--- src/design/status_led_color_blinker_macros.svh ---
// ----------------------------------------------------------------------------
// status_led_color_blinker_macros.svh
// Assertion helpers for the status LED color blinker (clk / rst in scope).
// ----------------------------------------------------------------------------
`ifndef STATUS_LED_COLOR_BLINKER_MACROS_SVH
`define STATUS_LED_COLOR_BLINKER_MACROS_SVH

// same-cycle implication
`define SLCB_ASSERT_SAME(label, ante, cons, msg) \
  label: assert property (@(posedge clk) disable iff (rst) (ante) |-> (cons)) \
    else $error(msg);

// next-cycle implication
`define SLCB_ASSERT_NEXT(label, ante, cons, msg) \
  label: assert property (@(posedge clk) disable iff (rst) (ante) |=> (cons)) \
    else $error(msg);

`endif

--- src/design/slcb_pkg.sv ---
// ----------------------------------------------------------------------------
// slcb_pkg
// Shared types, status codes, color table and helpers for the LED blinker.
// ----------------------------------------------------------------------------
package slcb_pkg;

  localparam int TIME_WIDTH_DEF  = 32;
  localparam int NOW_WIDTH       = 32;
  localparam int STATUS_WIDTH    = 3;
  localparam int COLOR_WIDTH     = 8;
  localparam int PERIOD_WIDTH    = 16;
  localparam int CFG_INDEX_WIDTH = 2;
  localparam int CFG_DATA_WIDTH  = 16;
  localparam int HUE_WIDTH       = 9;
  localparam int HALF_WIDTH      = 11;
  localparam int SECTOR_WIDTH    = 3;
  localparam int FRAC_WIDTH      = 8;
  localparam int PROD_WIDTH      = 16;
  localparam int DIV_N_WIDTH     = 32;
  localparam int DIV_D_WIDTH     = 16;

  localparam logic [PERIOD_WIDTH-1:0] PERIOD_RESET = 16'd8000;
  localparam logic [COLOR_WIDTH-1:0]  BRIGHT_RESET = 8'd50;
  localparam logic [DIV_N_WIDTH-1:0]  DEG_PER_TURN = 32'd360;

  // register indexes
  localparam logic [CFG_INDEX_WIDTH-1:0] CFG_MOOD_PERIOD = 2'd0;
  localparam logic [CFG_INDEX_WIDTH-1:0] CFG_MOOD_BRIGHT = 2'd1;

  // status codes
  localparam logic [STATUS_WIDTH-1:0] STATUS_BOOTING    = 3'd0;
  localparam logic [STATUS_WIDTH-1:0] STATUS_IDLE       = 3'd1;
  localparam logic [STATUS_WIDTH-1:0] STATUS_WIFI       = 3'd2;
  localparam logic [STATUS_WIDTH-1:0] STATUS_LOGGING    = 3'd3;
  localparam logic [STATUS_WIDTH-1:0] STATUS_SD_ERR     = 3'd4;
  localparam logic [STATUS_WIDTH-1:0] STATUS_SENSOR_ERR = 3'd5;
  localparam logic [STATUS_WIDTH-1:0] STATUS_SENSOR_DIS = 3'd6;
  localparam logic [STATUS_WIDTH-1:0] STATUS_SLEEPING   = 3'd7;

  // color wheel sectors, 60 degrees each
  localparam logic [SECTOR_WIDTH-1:0] SECTOR_RED_YEL = 3'd0;
  localparam logic [SECTOR_WIDTH-1:0] SECTOR_YEL_GRN = 3'd1;
  localparam logic [SECTOR_WIDTH-1:0] SECTOR_GRN_CYN = 3'd2;
  localparam logic [SECTOR_WIDTH-1:0] SECTOR_CYN_BLU = 3'd3;
  localparam logic [SECTOR_WIDTH-1:0] SECTOR_BLU_MAG = 3'd4;
  localparam int NUM_SECTORS = 6;
  localparam logic [HUE_WIDTH-1:0] SECTOR_BASE [NUM_SECTORS] =
    '{9'd0, 9'd60, 9'd120, 9'd180, 9'd240, 9'd300};

  typedef struct packed {
    logic [COLOR_WIDTH-1:0] r;
    logic [COLOR_WIDTH-1:0] g;
    logic [COLOR_WIDTH-1:0] b;
  } rgb_t;

  typedef struct packed {
    rgb_t                  color;
    logic                  blinks;
    logic [HALF_WIDTH-1:0] half;
  } status_look_t;

  function automatic status_look_t status_lookup(input logic [STATUS_WIDTH-1:0] st);
    status_look_t lk;
    lk = '0;
    case (st)
      STATUS_BOOTING:    lk = '{color: '{8'd30, 8'd30, 8'd30}, blinks: 1'b0, half: 11'd0};
      STATUS_IDLE:       lk = '{color: '{8'd0,  8'd0,  8'd0},  blinks: 1'b0, half: 11'd0};
      STATUS_WIFI:       lk = '{color: '{8'd0,  8'd0,  8'd60}, blinks: 1'b1, half: 11'd300};
      STATUS_LOGGING:    lk = '{color: '{8'd0,  8'd60, 8'd0},  blinks: 1'b1, half: 11'd500};
      STATUS_SD_ERR:     lk = '{color: '{8'd60, 8'd0,  8'd0},  blinks: 1'b1, half: 11'd150};
      STATUS_SENSOR_ERR: lk = '{color: '{8'd60, 8'd0,  8'd60}, blinks: 1'b1, half: 11'd150};
      STATUS_SENSOR_DIS: lk = '{color: '{8'd60, 8'd0,  8'd0},  blinks: 1'b0, half: 11'd0};
      default:           lk = '{color: '{8'd80, 8'd30, 8'd0},  blinks: 1'b1, half: 11'd1500};
    endcase
    return lk;
  endfunction

  // floor(x / 255), exact for x up to 255*255
  function automatic logic [COLOR_WIDTH-1:0] div255(input logic [PROD_WIDTH-1:0] x);
    logic [PROD_WIDTH:0] s;
    s = (PROD_WIDTH+1)'(x) + (PROD_WIDTH+1)'(x >> 8) + (PROD_WIDTH+1)'(1);
    return s[PROD_WIDTH-1:COLOR_WIDTH];
  endfunction

endpackage

--- src/design/status_led_color_blinker.sv ---
// Sequence: an idle-status request goes from accept through evaluate, two shared-divider
//   passes, hue conversion and output load to out_valid; others go from evaluate to output load.
// A new request is taken only after the previous result is loaded into the output
//   register, so the divider paces requests in idle status.
// Reset (rst, synchronous): registers to 8000 ms / 50, status booting, phase on,
//   toggle time 0, no result pending.
// ----------------------------------------------------------------------------
// status_led_color_blinker
// Status LED color generator: hue sweep in idle status, fixed or blinking
// colors for every other status.
// ----------------------------------------------------------------------------
`include "status_led_color_blinker_macros.svh"

module status_led_color_blinker #(
  parameter int TIME_WIDTH = slcb_pkg::TIME_WIDTH_DEF
) (
  input  logic                                   clk,
  input  logic                                   rst,
  // configuration writes
  input  logic                                   cfg_valid,
  output logic                                   cfg_ready,
  input  logic [slcb_pkg::CFG_INDEX_WIDTH-1:0]   cfg_index,
  input  logic [slcb_pkg::CFG_DATA_WIDTH-1:0]    cfg_data,
  // update requests
  input  logic                                   in_valid,
  output logic                                   in_ready,
  input  logic [slcb_pkg::STATUS_WIDTH-1:0]      status,
  input  logic [slcb_pkg::NOW_WIDTH-1:0]         now_ms,
  // colors
  output logic                                   out_valid,
  input  logic                                   out_ready,
  output logic [slcb_pkg::COLOR_WIDTH-1:0]       red,
  output logic [slcb_pkg::COLOR_WIDTH-1:0]       green,
  output logic [slcb_pkg::COLOR_WIDTH-1:0]       blue
);

  localparam int NW   = slcb_pkg::DIV_N_WIDTH;
  localparam int DW   = slcb_pkg::DIV_D_WIDTH;
  localparam int HW   = slcb_pkg::HUE_WIDTH;
  localparam int PERW = slcb_pkg::PERIOD_WIDTH;

  // sequencer states
  localparam logic [2:0] ST_IDLE = 3'd0;  // waiting for a request
  localparam logic [2:0] ST_EVAL = 3'd1;  // status change, blink timing
  localparam logic [2:0] ST_DIV1 = 3'd2;  // now mod period
  localparam logic [2:0] ST_DIV2 = 3'd3;  // remainder * 360 / period
  localparam logic [2:0] ST_HSV  = 3'd4;  // hue to RGB
  localparam logic [2:0] ST_OUT  = 3'd5;  // hand result to output register

  logic [2:0] state;
  logic [2:0] state_next;

  // configuration
  logic [slcb_pkg::PERIOD_WIDTH-1:0] mood_period_ms;
  logic [slcb_pkg::COLOR_WIDTH-1:0]  sweep_value;
  logic [slcb_pkg::PERIOD_WIDTH-1:0] period_eff;

  // blink state
  logic [slcb_pkg::STATUS_WIDTH-1:0] prev_status;
  logic                              phase_on;
  logic [TIME_WIDTH-1:0]             last_toggle;

  // captured request
  logic [slcb_pkg::STATUS_WIDTH-1:0] st_q;
  logic [TIME_WIDTH-1:0]             now_q;

  // evaluation
  logic                   chg;
  logic                   phase_eff;
  logic [TIME_WIDTH-1:0]  last_eff;
  logic [TIME_WIDTH-1:0]  elapsed;
  logic                   toggle;
  logic                   phase_new;
  logic [TIME_WIDTH-1:0]  last_new;
  slcb_pkg::status_look_t look;

  slcb_pkg::rgb_t res;
  slcb_pkg::rgb_t hsv_rgb;

  // shared divider
  logic          div_start;
  logic [NW-1:0] div_dividend;
  logic          div_done;
  logic [NW-1:0] div_quo;
  logic [DW-1:0] div_rem;
  logic          div_pass;

  logic          hsv_start;
  logic          hsv_done;
  logic          out_load;

  assign cfg_ready = 1'b1;
  assign in_ready  = (state == ST_IDLE);
  assign div_pass  = (state == ST_DIV1) || (state == ST_DIV2);

  // a zero period behaves as one, which pins the hue at zero
  assign period_eff = (mood_period_ms == '0) ? PERW'(1) : mood_period_ms;

  always_ff @(posedge clk) begin
    if (rst) begin
      mood_period_ms <= slcb_pkg::PERIOD_RESET;
      sweep_value    <= slcb_pkg::BRIGHT_RESET;
    end else if (cfg_valid) begin
      if (cfg_index == slcb_pkg::CFG_MOOD_PERIOD) begin
        mood_period_ms <= cfg_data;
      end else if (cfg_index == slcb_pkg::CFG_MOOD_BRIGHT) begin
        sweep_value <= cfg_data[slcb_pkg::COLOR_WIDTH-1:0];
      end
    end
  end

  // A status change restarts blinking in the on phase at the current time,
  // then a blinking status flips phase once its half-period has elapsed.
  // Elapsed time wraps at the time width.
  always_comb begin
    chg       = (st_q != prev_status);
    phase_eff = chg ? 1'b1 : phase_on;
    last_eff  = chg ? now_q : last_toggle;
    look      = slcb_pkg::status_lookup(st_q);
    elapsed   = now_q - last_eff;
    toggle    = look.blinks && (elapsed >= TIME_WIDTH'(look.half));
    phase_new = toggle ? !phase_eff : phase_eff;
    last_new  = toggle ? now_q : last_eff;
  end

  // Pass one: now (at most 32 bits) mod period.
  // Pass two: remainder * 360 / period, quotient below 360.
  assign div_start    = ((state == ST_EVAL) && (st_q == slcb_pkg::STATUS_IDLE)) ||
                        ((state == ST_DIV1) && div_done);
  assign div_dividend = (state == ST_EVAL) ? NW'(now_q)
                                           : NW'(div_rem) * slcb_pkg::DEG_PER_TURN;
  assign hsv_start    = (state == ST_DIV2) && div_done;
  assign out_load     = (state == ST_OUT) && (!out_valid || out_ready);

  slcb_div u_div (
    .clk       (clk),
    .rst       (rst),
    .start     (div_start),
    .dividend  (div_dividend),
    .divisor   (period_eff),
    .done      (div_done),
    .quotient  (div_quo),
    .remainder (div_rem)
  );

  slcb_hsv u_hsv (
    .clk   (clk),
    .rst   (rst),
    .start (hsv_start),
    .hue   (div_quo[HW-1:0]),
    .val   (sweep_value),
    .done  (hsv_done),
    .rgb   (hsv_rgb)
  );

  always_comb begin
    state_next = state;
    case (state)
      ST_IDLE: if (in_valid) state_next = ST_EVAL;
      ST_EVAL: state_next = (st_q == slcb_pkg::STATUS_IDLE) ? ST_DIV1 : ST_OUT;
      ST_DIV1: if (div_done) state_next = ST_DIV2;
      ST_DIV2: if (div_done) state_next = ST_HSV;
      ST_HSV:  if (hsv_done) state_next = ST_OUT;
      ST_OUT:  if (out_load) state_next = ST_IDLE;
      default: state_next = ST_IDLE;
    endcase
  end

  always_ff @(posedge clk) begin
    if (rst) begin
      state       <= ST_IDLE;
      prev_status <= slcb_pkg::STATUS_BOOTING;
      phase_on    <= 1'b1;
      last_toggle <= '0;
    end else begin
      state <= state_next;
      if (state == ST_EVAL) begin
        prev_status <= st_q;
        phase_on    <= phase_new;
        last_toggle <= last_new;
      end
    end
  end

  // request capture and result holding
  always_ff @(posedge clk) begin
    if (in_valid && in_ready) begin
      st_q  <= status;
      now_q <= TIME_WIDTH'(now_ms);
    end
    if (state == ST_EVAL) begin
      res <= (look.blinks && !phase_new) ? '0 : look.color;
    end else if ((state == ST_HSV) && hsv_done) begin
      res <= hsv_rgb;
    end
  end

  // output register: a finished color may wait here while the next request is taken
  always_ff @(posedge clk) begin
    if (rst) begin
      out_valid <= 1'b0;
    end else if (out_load) begin
      out_valid <= 1'b1;
    end else if (out_ready) begin
      out_valid <= 1'b0;
    end
  end

  always_ff @(posedge clk) begin
    if (out_load) begin
      red   <= res.r;
      green <= res.g;
      blue  <= res.b;
    end
  end

  // checks
  `SLCB_ASSERT_SAME(a_div_done_in_pass, div_done, div_pass, "divider done outside a pass")
  `SLCB_ASSERT_SAME(a_hsv_done_in_conv, hsv_done, state == ST_HSV, "hue done outside conversion")
  `SLCB_ASSERT_NEXT(a_accept_eval, in_valid && in_ready, state == ST_EVAL, "no evaluation")
  `SLCB_ASSERT_NEXT(a_prev_status, state == ST_EVAL, prev_status == $past(st_q), "stale status")

endmodule

--- src/design/slcb_div.sv ---
// ----------------------------------------------------------------------------
// slcb_div
// Restoring divider, one quotient bit per cycle, shared by both idle passes.
// ----------------------------------------------------------------------------
module slcb_div (
  input  logic                               clk,
  input  logic                               rst,
  input  logic                               start,
  input  logic [slcb_pkg::DIV_N_WIDTH-1:0]   dividend,
  input  logic [slcb_pkg::DIV_D_WIDTH-1:0]   divisor,
  output logic                               done,
  output logic [slcb_pkg::DIV_N_WIDTH-1:0]   quotient,
  output logic [slcb_pkg::DIV_D_WIDTH-1:0]   remainder
);

  localparam int NW = slcb_pkg::DIV_N_WIDTH;
  localparam int DW = slcb_pkg::DIV_D_WIDTH;
  localparam int CW = $clog2(NW);

  logic          busy;
  logic [CW-1:0] cnt;
  logic [NW-1:0] quo;
  logic [DW-1:0] rem;
  logic [DW-1:0] dvs;

  logic [DW:0]   trial;
  logic [DW:0]   diff;
  logic          fits;

  assign trial = {rem, quo[NW-1]};
  assign diff  = trial - (DW+1)'(dvs);
  assign fits  = trial >= (DW+1)'(dvs);

  always_ff @(posedge clk) begin
    if (rst) begin
      busy <= 1'b0;
      done <= 1'b0;
      cnt  <= '0;
    end else begin
      done <= !start && busy && (cnt == CW'(NW - 1));
      if (start) begin
        busy <= 1'b1;
        cnt  <= '0;
      end else if (busy) begin
        cnt <= cnt + CW'(1);
        if (cnt == CW'(NW - 1)) begin
          busy <= 1'b0;
        end
      end
    end
  end

  always_ff @(posedge clk) begin
    if (start) begin
      quo <= dividend;
      rem <= '0;
      dvs <= divisor;
    end else if (busy) begin
      quo <= {quo[NW-2:0], fits};
      rem <= fits ? diff[DW-1:0] : trial[DW-1:0];
    end
  end

  assign quotient  = quo;
  assign remainder = rem;

endmodule

--- src/design/slcb_hsv.sv ---
// ----------------------------------------------------------------------------
// slcb_hsv
// Two-stage full-saturation hue to RGB conversion (sector, fraction, scale).
// ----------------------------------------------------------------------------
module slcb_hsv (
  input  logic                                clk,
  input  logic                                rst,
  input  logic                                start,
  input  logic [slcb_pkg::HUE_WIDTH-1:0]      hue,
  input  logic [slcb_pkg::COLOR_WIDTH-1:0]    val,
  output logic                                done,
  output slcb_pkg::rgb_t                      rgb
);

  localparam int SW = slcb_pkg::SECTOR_WIDTH;
  localparam int FW = slcb_pkg::FRAC_WIDTH;
  localparam int VW = slcb_pkg::COLOR_WIDTH;
  localparam int PW = slcb_pkg::PROD_WIDTH;

  logic [SW-1:0] sector;
  logic [5:0]    offs;
  logic [FW-1:0] frac;

  logic          v1;
  logic [SW-1:0] sector1;
  logic [FW-1:0] frac1;
  logic [VW-1:0] val1;

  logic          v2;
  logic [SW-1:0] sector2;
  logic [VW-1:0] val2;
  logic [PW-1:0] q_prod;
  logic [PW-1:0] t_prod;

  logic [VW-1:0] q;
  logic [VW-1:0] t;

  // sector and position within it; 255/60 reduces to 17/4
  always_comb begin
    sector = slcb_pkg::SECTOR_RED_YEL;
    for (int k = 1; k < slcb_pkg::NUM_SECTORS; k++) begin
      if (hue >= slcb_pkg::SECTOR_BASE[k]) sector = SW'(k);
    end
    offs = 6'(hue - slcb_pkg::SECTOR_BASE[sector]);
    frac = FW'((10'(offs) * 10'd17) >> 2);
  end

  always_ff @(posedge clk) begin
    if (rst) begin
      v1 <= 1'b0;
      v2 <= 1'b0;
    end else begin
      v1 <= start;
      v2 <= v1;
    end
  end

  always_ff @(posedge clk) begin
    if (start) begin
      sector1 <= sector;
      frac1   <= frac;
      val1    <= val;
    end
    if (v1) begin
      sector2 <= sector1;
      val2    <= val1;
      q_prod  <= PW'(val1) * PW'(8'd255 - frac1);
      t_prod  <= PW'(val1) * PW'(frac1);
    end
  end

  assign q    = slcb_pkg::div255(q_prod);
  assign t    = slcb_pkg::div255(t_prod);
  assign done = v2;

  always_comb begin
    case (sector2)
      slcb_pkg::SECTOR_RED_YEL: rgb = '{val2, t, 8'd0};
      slcb_pkg::SECTOR_YEL_GRN: rgb = '{q, val2, 8'd0};
      slcb_pkg::SECTOR_GRN_CYN: rgb = '{8'd0, val2, t};
      slcb_pkg::SECTOR_CYN_BLU: rgb = '{8'd0, q, val2};
      slcb_pkg::SECTOR_BLU_MAG: rgb = '{t, 8'd0, val2};
      default:                  rgb = '{val2, 8'd0, q};
    endcase
  end

endmodule
--- config.mk ---
export PLATFORM = sky130hd
export DESIGN_NAME = status_led_color_blinker
export DESIGN_NICKNAME = d
export VERILOG_FILES = /design/src/design/slcb_pkg.sv /design/src/design/status_led_color_blinker.sv /design/src/design/slcb_div.sv /design/src/design/slcb_hsv.sv
export VERILOG_INCLUDE_DIRS = /design/src /design/src/design
export SDC_FILE = /design/constraint.sdc
export NUM_CORES = 1
export LEC_CHECK = 0
export BUFFER_PORTS_ARGS = -buffer_cell sky130_fd_sc_hd__buf_2
export CORE_MARGIN = 1.5
export CORE_UTILIZATION = 40
export DETAILED_ROUTE_END_ITERATION = 10
export PLACE_DENSITY = 0.54
export SYNTH_ARGS = -nofsm -noshare
export SYNTH_HDL_FRONTEND = slang
export SYNTH_SLANG_ARGS = --single-unit
--- constraint.sdc ---
create_clock -name clk -period 8.55 [get_ports clk]
set_input_delay 1.2825 -clock clk [delete_from_list [all_inputs] [get_ports clk]]
set_output_delay 1.2825 -clock clk [all_outputs]
set_load 0.03 [all_outputs]
Word-level counts from Yosys, hierarchy flattened:

Memory sizes are Yosys's and may differ from the RTL's.
Cells that the tools add are included.

* memories kept: 1
* input port bits: 58
* register bits after elaboration: 282
* ROM bits: 72
* word-level logic and storage cells: 137

Memories
* (no name shown): words 8, width 9, rd ports 1, clocked after memory_dff 0, wr ports 0, RTL line slcb_hsv.sv:44 `offs = 6'(hue - slcb_pkg::SECTOR_BASE[sector]);`

* reduce and logical (&&, ||, !) cells: 28
* muxes and demuxes: 32
* multiply operators: 4
* add/subtract/negate cells: 9
* equality and inequality tests: 23
* bitwise gates (word level): 2
* $lt $le $gt $ge: 8

Operator list (number)
* $pmux 35 s7: 1
* $mux 32: 5
* $pmux 24 s5: 1
* $mux 24: 3
* $add 16x1->16 const B: 2
* $add 16x8->16: 2
* $ge 32x11->1: 1
* $sub 32x32->32: 1
* $mux 3: 10
* $mul 16x6->22 const B: 1
* $eq 3x2->1 const B: 6
* $eq 3x3->1 const B: 6
* $ge 9x8->1 const B: 2
* $pmux 3 s6: 1
* $ge 17x16->1: 1
* $logic_not 16->1: 1
* $mul 8x16->16: 1
* $mul 8x8->16: 1
* $mux 16: 1
* $sub 16x16->16: 1
* $mux 6: 2
* $logic_and 1x1->1: 10
* $mul 6x5->10 const B: 1
* $eq 3x1->1 const B: 3
* other kinds (24): 42

Logic depth before layout (Yosys ltp):

Gate-level depths: netlist of run 1.

* depth after elaboration: 12
* mapped depth: 28
* gate-level depth less buffers: 24

Cells and area by module:

From an unflattened synthesis of run 1, not the netlist that was laid out.

* cell total of the unflattened synthesis: 2369
* area total of the unflattened synthesis: 22536.6 um2

Modules (own cells, without submodules)
* status_led_color_blinker: area an instance 10736.5 um2, times used 1, sequential area each 3773.6 um2, cells each 1182
* slcb_hsv: area an instance 7905.1 um2, times used 1, sequential area each 1901.8 um2, cells each 846
* slcb_div: area an instance 3895.0 um2, times used 1, sequential area each 1901.8 um2, cells each 341

Worst setup path after synthesis of run 1:

No wires, ideal clock.

* path kind: reg-to-reg
* start point: register st_q[2] in the netlist's numbering
* end point: register res[18] in the netlist's numbering (data pin)
* setup slack: 3126 ps
* data arrival time: 5157 ps
* clock period less this slack: 5424 ps
* cell stages (with the launch flop): 22
* required time: 8283 ps
* library setup time: 267 ps
* path buffers: 5
* cells stage by stage: edfxtp_1 buf_6 xnor2_1 nand3_2 clkbuf_1 buf_1 clkbuf_1 mux2i_1 ha_1 clkbuf_1 a21oi_1 o21ai_0 a21oi_1 or3b_2 a211oi_1 nor2_1 a211oi_1 nand4_1 a2111oi_4 xor2_2 a211oi_1 nor3_1

* cells in the longest elaborated chain, start to end: 10
* elaborated cells on any way between the ends: 20
* those cells by class: add/sub (1); order compare (1); eq/ne (7); mux (6); reduce/logical (5)

Ends and longest elaborated chain
* start, declared: RTL line status_led_color_blinker.sv:64 `logic [slcb_pkg::STATUS_WIDTH-1:0] st_q;`
* start signal, assigned: RTL line status_led_color_blinker.sv:188 `st_q <= status;`
* $ne 3x3->1: RTL line status_led_color_blinker.sv:116 `chg = (st_q != prev_status);`
* $mux 32: RTL line status_led_color_blinker.sv:118 `last_eff = chg ? now_q : last_toggle;`
* $sub 32x32->32: RTL line status_led_color_blinker.sv:120 `elapsed = now_q - last_eff;`
* $ge 32x11->1: RTL line status_led_color_blinker.sv:121 `toggle = look.blinks && (elapsed >= TIME_WIDTH'(look.half));`
* $logic_and 1x1->1: RTL line status_led_color_blinker.sv:121
* $mux 1: RTL line status_led_color_blinker.sv:122 `phase_new = toggle ? !phase_eff : phase_eff;`
* $logic_not 1->1: RTL line status_led_color_blinker.sv:192 `res <= (look.blinks && !phase_new) ? '0 : look.color;`
* $logic_and 1x1->1: RTL line status_led_color_blinker.sv:192
* $mux 24 (*): RTL line status_led_color_blinker.sv:192
* $mux 24 (*): RTL line status_led_color_blinker.sv:191 `if (state == ST_EVAL) begin`
* end signal, assigned: RTL line status_led_color_blinker.sv:192
* end signal, assigned: RTL line status_led_color_blinker.sv:194 `res <= hsv_rgb;`
* end, declared: RTL line status_led_color_blinker.sv:77 `slcb_pkg::rgb_t res;`

Mark *: on every way between the ends. The rest lies on a longest branch, timed or not.
A chain may end at the register's enable or synchronous reset.

Worst setup path after layout of run 1:

* start point: register st_q[0] in the netlist's numbering
* end point: register phase_on

* cells in the longest elaborated chain, start to end: 6
* elaborated cells on any way between the ends: 16
* those cells by class: add/sub (1); order compare (1); eq/ne (7); mux (4); reduce/logical (3)

Ends and longest elaborated chain
* $ne 3x3->1: RTL line status_led_color_blinker.sv:116
* $mux 32: RTL line status_led_color_blinker.sv:118
* $sub 32x32->32: RTL line status_led_color_blinker.sv:120
* $ge 32x11->1: RTL line status_led_color_blinker.sv:121
* $logic_and 1x1->1: RTL line status_led_color_blinker.sv:121
* $mux 1 (*): RTL line status_led_color_blinker.sv:122
* end signal, assigned: RTL line status_led_color_blinker.sv:179 `phase_on <= phase_new;`
* end, declared: RTL line status_led_color_blinker.sv:60 `logic phase_on;`

Marked as above.

==> metrics.txt, run 1 <==
max cap viols=0; most frequent cell after synthesis=inv_1; Vias=around 16000; deepest clock path buffer count=3; Synth Net Count=2605; synthesized flop and latch total=~280; total global-route track usage=0.183; Hold WC Path Type=register to register; Gate power share=0.495; Synthesis Warnings=0; met3 wire length=1.61 mm; ratio of cells with drive above 1 in the final layout=0.0805; Routed Antenna Nets=0; setup bufs post-CTS=0; Inserted Diodes=0; Die H=roughly 230 um; hold path depth=0; HPWL Detailed=between 30 and 40 mm; routed len/inst=16.8 um; crit-path leading delay family=compound AO/OA/AOI/OAI gates; NetSw=2680 uW; syn_area_per_cell=9.49 um^2; unrepaired setup endpoints after global routing=false; Final Setup Violations=0; Clock Latency Late Sink=between 500 and 600 ps; FF-to-FF setup slack=1990 ps; Die Area=between 50000 and 60000 um^2; vias in the first global route=15700; Port-buffer cells=83; met1 wire length=25.4 mm; Critical Path End Type=register; row cnt=84; number of H-tree levels=2; fmax=around 150 MHz; Remaining DRCs=0; Flop pwr share=0.285; Layout fillers=5068; first-pass GRT wire length=82.2 mm; Int Pwr=3830 uW; pin count of the biggest net entering global routing=~110; P&R area growth vs syn=9.58%; Seq/Total Area, Yosys=0.353; Leak=0.0100 uW; Slew headroom=0.209; cts repair resizes=0; Die Wd=235 um; fin. max-slew vios=0; Async S/R FF share, synth=0; dpl ws=around 2000 ps; area leader, netlist=edfxtp_1; Sw Ratio=0.411; VDD IR max=0.178 mV; core footprint=roughly 53000 um^2; CTS sink count=between 200 and 300; Slowest-stage cell, CP=a2111oi_0; 1st-iter DRT viols=roughly 1100; initial antenna violation count=0; starting density of the core=0.407; TritonCTS clock tree=yes; via/cell ratio=5.27; Final Routed Wirelength=50.4 mm; Critical Path RT=8970 ps; CTS root buf=clkbuf_16; Synth top area share=0.270; CP arrival=6980 ps; Hold EP=blue[6]$_DFFE_PP_; GPL Wtd Cong=0.870; Power Density=roughly 280 nW/um^2; Clock power frac=0.220; DR top layer=met4; drt pass-1 iters=7; cts hold-fix bufs=0; Worst Slack Setup Final=1990 ps; area of the multi-input gates=12600 um^2; max incr delay on CP=830 ps; CP Buf/Inv Count=1; Worst-path clk slew=60 ps; Area contributors post-synth=edfxtp_1, ha_1, fa_1; worst clock skew=19.8 ps; Synth cell types=80; crit-path max FO=33; RR Startpoint=st_q[0]$_DFFE_PP_; crit path cell chain=xnor2_1 > nand3_2 > buf_4 > mux2i_1 > ha_1 > a21oi_1 > o21a_1 > o21a_1 > o21ai_0 > a32oi_1 > o211ai_1 > a2111oi_0 > o21ai_0 > a2111oi_4 > nor2_2 > o21a_2 > o31a_1; Post-synth EDFFs=193; final hold vios=0; Setup crit start kind=register; final worst path period share=0.768; reg2reg path depth=17; Crit Path Category=register to register; post-route setup TNS=0 ps; reg-to-reg endpoint=phase_on$_SDFFE_PP1P_; Boundary Pins=85; Mapped Cells=2261; worst-margin pin slew=1190 ps; register area=7580 um^2; synth cell count leaders=inv_1, nand2_1, edfxtp_1; gr ovfl total=0; met2 routed WL=22.5 mm; min-delay src=res[6]$_SDFFCE_PP0P_; status=finished, final reports clean; Tmin final=6560 ps; Synth Flop Type=edfxtp_1; fin nets=roughly 2600; number of buffers created by CTS=34; area of the mapped netlist=21500 um^2
-- power by group through the flow --
| stage | registers, uW | logic [uW] | clock network [uW] |
|---|---|---|---|
| after detailed placement | 1890 | 3190 | 0 |
| after global placement | 1880 | 3170 | 0 |
| final | 1860 | 3220 | 1430 |
| after floorplan | 1830 | 2550 | 0 |
| after global routing | 1890 | 3670 | 1520 |
| after CTS | 1860 | 3230 | 1470 |
-- kinds of logic after synthesis --
| family | after synthesis | synth area share |
|---|---|---|
| compound gates | 456 | 0.137 |
| xor+xnor | 88 | 0.0363 |
| fa+ha+maj | 288 | 0.203 |
| buf+inv | 342 | 0.0619 |
| flops | 282 | 0.353 |
| mux | 80 | 0.0375 |
| other cells | 1 | 0.000175 |
| simple gates | 724 | 0.172 |
-- per-layer routing --
metal | vias up | global-route usage
met5 | - | 0
met4 | 0 | 0.0472
met3 | 55 | 0.0213
met2 | 267 | 0.294
met1 | 7588 | 0.262
li1 | 7880 | -
-- layout make-up --
cell class	instances	area share
Clock inverter	21	0.00910
Timing Repair Buffer	96	0.0218
Sequential cell	282	0.322
Clock buffer	41	0.0381
Inverter	233	0.0372
Tap cell	688	0.0366
Multi-Input combinational cell	1637	0.535
-- placed cells by master, fill, tap and decap left out, types with 7 or more instances in the layout --
cell       count
a2111oi_0      8
a211o_1        9
a211oi_1      18
a21boi_0      17
a21o_1        22
a21oi_1      117
a31oi_1       25
a41oi_1        8
and2_1        49
and3_1        11
buf_2         83
buf_4         13
clkbuf_16     34
dfxtp_1       88
edfxtp_1     193
fa_1         101
ha_1         185
inv_1        231
inv_6          7
mux2i_1       77
nand2_1      220
nand2b_1     120
nand3_1       44
nand3b_1      12
nand4_1       11
nor2_1       110
nor2b_1       60
nor3_1        34
nor3b_1        7
nor4_1         7
o211ai_1      18
o21a_1        23
o21ai_0      115
o22ai_1        9
o31ai_1       13
or2_2          8
or3_1         10
xnor2_1       61
xor2_1        26
-- how the worst max path moves through the flow --
stage	from	to	slack, ps	cells after the start
2_1_floorplan	st_q[2]$_DFFE_PP_	res[18]$_DFFE_PP_	3130	21
6_report	st_q[0]$_DFFE_PP_	phase_on$_SDFFE_PP1P_	1990	17
3_5_place_dp	st_q[1]$_DFFE_PP_	phase_on$_SDFFE_PP1P_	1980	17
5_1_grt	st_q[1]$_DFFE_PP_	phase_on$_SDFFE_PP1P_	1500	17
3_3_place_gp	st_q[1]$_DFFE_PP_	phase_on$_SDFFE_PP1P_	2080	17
4_1_cts	st_q[1]$_DFFE_PP_	phase_on$_SDFFE_PP1P_	1950	17
-- flip-flops by register name, indices dropped and copies added, names as in the netlist, 3 cells and up --
name and flops:
u_hsv.t_prod 16, u_div.remainder 16, green 8, u_hsv.frac1 8
red 8, u_hsv.q_prod 16, last_toggle 32, u_div.quotient 32
st_q 3, u_div.cnt 5, sweep_value 8, now_q 32
u_hsv.sector1 3, u_hsv.val2 8, state 3, u_hsv.val1 8
u_hsv.sector2 3, prev_status 3, mood_period_ms 16, res 24
blue 8, u_div.dvs 16
-- metrics by stage --
step	cells	total power [uW]	cell area (um^2)	hold WS, ps	util
after floorplan	2261	4380	21500	400	-
after global placement	2936	5060	22400	404	0.425
after detailed placement	2936	5080	22400	408	0.425
after CTS	2998	6560	23500	422	0.446
after global routing	2998	7080	23500	429	0.446
final	2998	6510	23500	420	0.446
-- worst reg2reg max path: stages (launching register included) --
cell       delay (ps)
edfxtp_1          590
xnor2_1           350
nand3_2           550
buf_4             470
mux2i_1           160
ha_1              420
a21oi_1           330
o21a_1            170
o21a_1            100
o21ai_0           200
a32oi_1           230
o211ai_1          150
a2111oi_0         830
o21ai_0           280
a2111oi_4         620
nor2_2             70
o21a_2            550
o31a_1            390
(Power assumes the default switching activity.)
==> inputs of run 2 (changes only) <==
- clock period: 8.55 -> 6.62 ns (I/O delays scaled with it)
==> metrics.txt, run 2 (same netlist as run 1, synthesis figures left out) <==
ratio of cells with drive above 1 in the final layout=0.0809; HPWL Detailed=37.5 mm; worst clock skew=33.3 ps; pin count of the biggest net entering global routing=approximately 110; initial antenna violation count=0; setup bufs post-CTS=0; min-delay src=sweep_value[5]$_SDFFE_PP1P_; Hold WC Path Type=register to register; P&R area growth vs syn=9.79%; drt pass-1 iters=7; fin nets=2631; number of buffers created by CTS=31; Setup crit start kind=register; unrepaired setup endpoints after global routing=false; Vias=15700; starting density of the core=0.407; cts hold-fix bufs=0; fin. max-slew vios=0; cts repair resizes=0; Flop pwr share=0.284; Int Pwr=5040 uW; CP arrival=approximately 6400 ps; Placement Cell Area=22500 um^2; Port-buffer cells=83; Clock Latency Late Sink=600 ps; most common cell after layout, fill and taps aside=inv_1; final instance area=about 24000 um^2; Crit Path Category=register to register; Power Density=358 nW/um^2; max cap viols=0; Remaining DRCs=0; Tmin final=around 5900 ps; Die Area=approximately 55000 um^2; status=finished, final reports clean; vias in the first global route=15600; RR Startpoint=st_q[1]$_DFFE_PP_; GPL Wtd Cong=0.903; gr ovfl total=0; 1st-iter DRT viols=800; final worst path period share=0.898; Critical Path End Type=register; Leak=0.0101 uW; CTS root buf=clkbuf_16; Worst Setup SP=st_q[1]$_DFFE_PP_; VDD IR max=0.229 mV; Die Wd=235 um; post-route setup TNS=0 ps; via/cell ratio=5.23; Final Routed Wirelength=49.6 mm; commonest non-fill, non-tap cells in the layout=inv_1, nand2_1, edfxtp_1; Routed Antenna Nets=0; Inserted Diodes=0; final hold vios=0; routed len/inst=approximately 17 um; total global-route track usage=0.179; deepest clock path buffer count=3; Die H=between 200 and 250 um; Final Setup Violations=0; Critical Path RT=7080 ps; CTS sink count=between 200 and 300; Sw Ratio=0.402; Worst-path clk slew=about 60 ps; Slew headroom=0.215; Boundary Pins=85; core footprint=52800 um^2; row cnt=84; number of H-tree levels=1; fmax=about 170 MHz; NetSw=around 3400 uW; TritonCTS clock tree=yes; first-pass GRT wire length=81.5 mm; Clock power frac=0.224; Gate power share=0.492; crit-path max FO=33; worst-margin pin slew=1180 ps
==> run 2: changes by cell type in the layout (fill, tap and decap cells not counted), sizes merged <==
cell and delta:
inv -5, clkbuf -2, bufinv +5, clkinv +1
clkinvlp -3, buf +6
==> run 2: worst paths after layout <==
path              slack (ps)                 endpoint  cells after the start
hold reg to reg          420  u_hsv.val1[5]$_DFFE_PP_                      0
setup / recovery         670    phase_on$_SDFFE_PP1P_                     17
setup reg to reg         670    phase_on$_SDFFE_PP1P_                     17
hold / removal           420  u_hsv.val1[5]$_DFFE_PP_                      0
==> run 2: cell type report <==
class / count / area, um^2
Fill cell: 5081 / 29200
Multi-Input combinational cell: 1637 / 12600
Sequential cell: 282 / 7580
Inverter: 233 / 875
Tap cell: 688 / 861
Clock buffer: 39 / 826
Timing Repair Buffer: 102 / 558
Clock inverter: 19 / 285
==> run 2: critical path, cell delays in order, from the launching register on <==
cell and delay (ps):
edfxtp_1 580, xnor2_1 400, nand3_2 130, buf_4 290, mux2i_1 170, ha_1 570, nand2_1 130, o21ai_0 380
a21oi_1 260, nand3_1 230, a211oi_1 110, a2111oi_0 520, buf_4 220, nand4_1 140, a2111oi_4 620, nor2_2 70
o21a_2 590, o31a_1 400
==> run 2: routing by layer <==
| layer | up-vias | track usage | part of all wire |
|---|---|---|---|
| met5 | - | 0 | 0 |
| met4 | 0 | 0.0474 | 0.021 |
| met3 | 64 | 0.0247 | 0.039 |
| met2 | 262 | 0.285 | 0.44 |
| met1 | 7485 | 0.256 | 0.50 |
| li1 | 7886 | - | - |
==> run 2: stage by stage <==
step | setup WS (ps) | hold WS, ps | total power [uW] | util | std cells
floorplan | 1200 | 400 | 5660 | - | 2261
global placement | 857 | 404 | 6520 | 0.426 | 2942
detailed placement | 693 | 405 | 6560 | 0.426 | 2942
CTS | 665 | 414 | 8500 | 0.447 | 3000
global route | 140 | 428 | 9200 | 0.447 | 3000
finish | 673 | 417 | 8430 | 0.447 | 3000
==> run 2: power by group through the flow <==
stage | Sequential (uW) | Combinational (uW) | Clock [uW]
after global placement | 2430 | 4090 | 0
final | 2400 | 4150 | 1890
after CTS | 2400 | 4160 | 1940
after global routing | 2430 | 4750 | 2020
after detailed placement | 2440 | 4120 | 0
after floorplan | 2360 | 3300 | 0
==> inputs of run 3 (changes only) <==
- CTS_BUF_LIST: default -> sky130_fd_sc_hd__clkbuf_16
- PLACE_DENSITY: 0.54 -> 0.56
- clock period: 6.62 -> 5.3 ns (I/O delays scaled with it)
==> metrics.txt, run 3 (same netlist as run 1, synthesis figures left out) <==
Crit Path Category=register to register; worst clock skew=around 28 ps; initial antenna violation count=0; first-pass GRT wire length=around 83 mm; CP arrival=5290 ps; pin count of the biggest net entering global routing=between 100 and 150; CTS sink count=282; Die H=roughly 230 um; Vias=between 15000 and 20000; Power Density=449 nW/um^2; reg2reg path depth=18; Routed Antenna Nets=0; register area=7580 um^2; min-delay src=now_ms[24]; area of the multi-input gates=around 13000 um^2; final core area utilization=0.458; hold path depth=1; FF-to-FF setup slack=310 ps; Placement Cell Area=22800 um^2; final worst path period share=0.941; crit-path max FO=7; HPWL Detailed=38.9 mm; Finished Layout Cells=roughly 3000; Critical Path End Type=register; via/cell ratio=5.22; Inserted Diodes=0; fmax=about 200 MHz; Remaining DRCs=0; status=finished, final reports clean; Boundary Pins=85; GPL Wtd Cong=between 0.8 and 0.9; Die Wd=around 230 um; final instance area=24200 um^2; RR Startpoint=u_hsv.frac1[4]$_DFFE_PP_; Leak=approximately 0.010 uW; Final Hold Slack=just over 400 ps; starting density of the core=0.407; Die Area=approximately 55000 um^2; CTS root buf=clkbuf_16; commonest non-fill, non-tap cells in the layout=inv_1, nand2_1, edfxtp_1; final hold vios=0; TritonCTS clock tree=yes; vias in the first global route=16100; fin. max-slew vios=0; Setup crit start kind=register; number of H-tree levels=2; Clock Latency Late Sink=roughly 560 ps; Hold WC Path Type=primary input to register; Worst-path clk slew=60 ps; total power=~11000 uW; Post-Place Cells=about 3000; Tmin final=about 5000 ps; gr ovfl total=0; 1st-iter DRT viols=between 800 and 900; max cap viols=0; Hold EP=now_q[24]$_DFFE_PP_; row cnt=84; deepest clock path buffer count=3; worst-margin pin slew=1120 ps; most common cell after layout, fill and taps aside=inv_1; VDD IR max=around 0.32 mV; P&R area growth vs syn=12.5%; ratio of cells with drive above 1 in the final layout=0.108; Port-buffer cells=83; reg-to-reg endpoint=u_hsv.q_prod[15]$_DFFE_PP_; Final Routed Wirelength=51.0 mm; Critical Path RT=~5600 ps; fin nets=2688; drt pass-1 iters=7; Slew headroom=0.250; number of buffers created by CTS=34; Final Setup Violations=0; routed len/inst=16.7 um; total global-route track usage=0.185; Layout fillers=5077; cts hold-fix bufs=0; core footprint=between 50000 and 60000 um^2
run 3: cell types whose count changed in the layout (fill, tap and decap cells not counted), moves of 4 or more:
cell and change:
o21ai_1 +4, buf_4 +51, clkbuf_1 -6, clkbuf_16 +7, o21ai_0 -4, clkinv_1 +4
run 3: worst max-delay path by stage:
| stage | start | end |
|---|---|---|
| floorplan | st_q[2]$_DFFE_PP_ | res[18]$_DFFE_PP_ |
| global placement | st_q[2]$_DFFE_PP_ | res[3]$_DFFE_PP_ |
| detailed placement | st_q[2]$_DFFE_PP_ | res[3]$_DFFE_PP_ |
| CTS | st_q[2]$_DFFE_PP_ | res[3]$_DFFE_PP_ |
| global route | u_hsv.val1[0]$_DFFE_PP_ | u_hsv.t_prod[14]$_DFFE_PP_ |
| finish | u_hsv.frac1[4]$_DFFE_PP_ | u_hsv.q_prod[15]$_DFFE_PP_ |
run 3: layout make-up:
| type | count | share of cell area |
|---|---|---|
| Clock buffer | 38 | 0.0394 |
| Clock inverter | 24 | 0.0113 |
| Inverter | 233 | 0.0362 |
| Multi-Input combinational cell | 1637 | 0.523 |
| Sequential cell | 282 | 0.314 |
| Tap cell | 688 | 0.0356 |
| Timing Repair Buffer | 156 | 0.0404 |
run 3: repair_timing:
action	4_1_cts	5_1_grt
resized for setup	0	16
setup buffers	0	10
setup endpoints to repair	0	51
run 3: power breakdown:
part | switching, uW | total (uW) | internal [uW] | leakage, uW
Combinational | 3070 | 5320 | 2250 | 0.00729
Sequential | 275 | 2990 | 2710 | 0.00250
Clock | 996 | 2540 | 1550 | 0.000607
Total | 4340 | 10800 | 6510 | 0.0104
run 3: metal layers:
metal  GRT usage  up-vias  wire length (um)
met3      0.0269       55              1920
li1            -     7986                 -
met2       0.298      275             22900
met1       0.259     7653             25100
met5           0        -                 0
met4      0.0508        0              1030
run 3: critical path, cell delays in order, from the launching register on:
cell and delay [ps]:
edfxtp_1 500, buf_4 200, nand2b_1 150, fa_1 480, fa_1 490, inv_1 60, fa_1 500, fa_1 490
ha_1 320, a21boi_0 260, o21ai_1 110, a21boi_0 230, o21ai_0 130, a21boi_0 250, o21ai_0 110, nand2b_1 120
a21o_1 130, a21oi_1 70, xnor2_1 120
run 3: through the flow:
stage          TNS, ps  worst slack, ps
2_1_floorplan        0             36.1
3_3_place_gp         0              118
3_5_place_dp         0             65.6
4_1_cts              0             46.4
5_1_grt          -10.7            -10.7
6_report             0              313
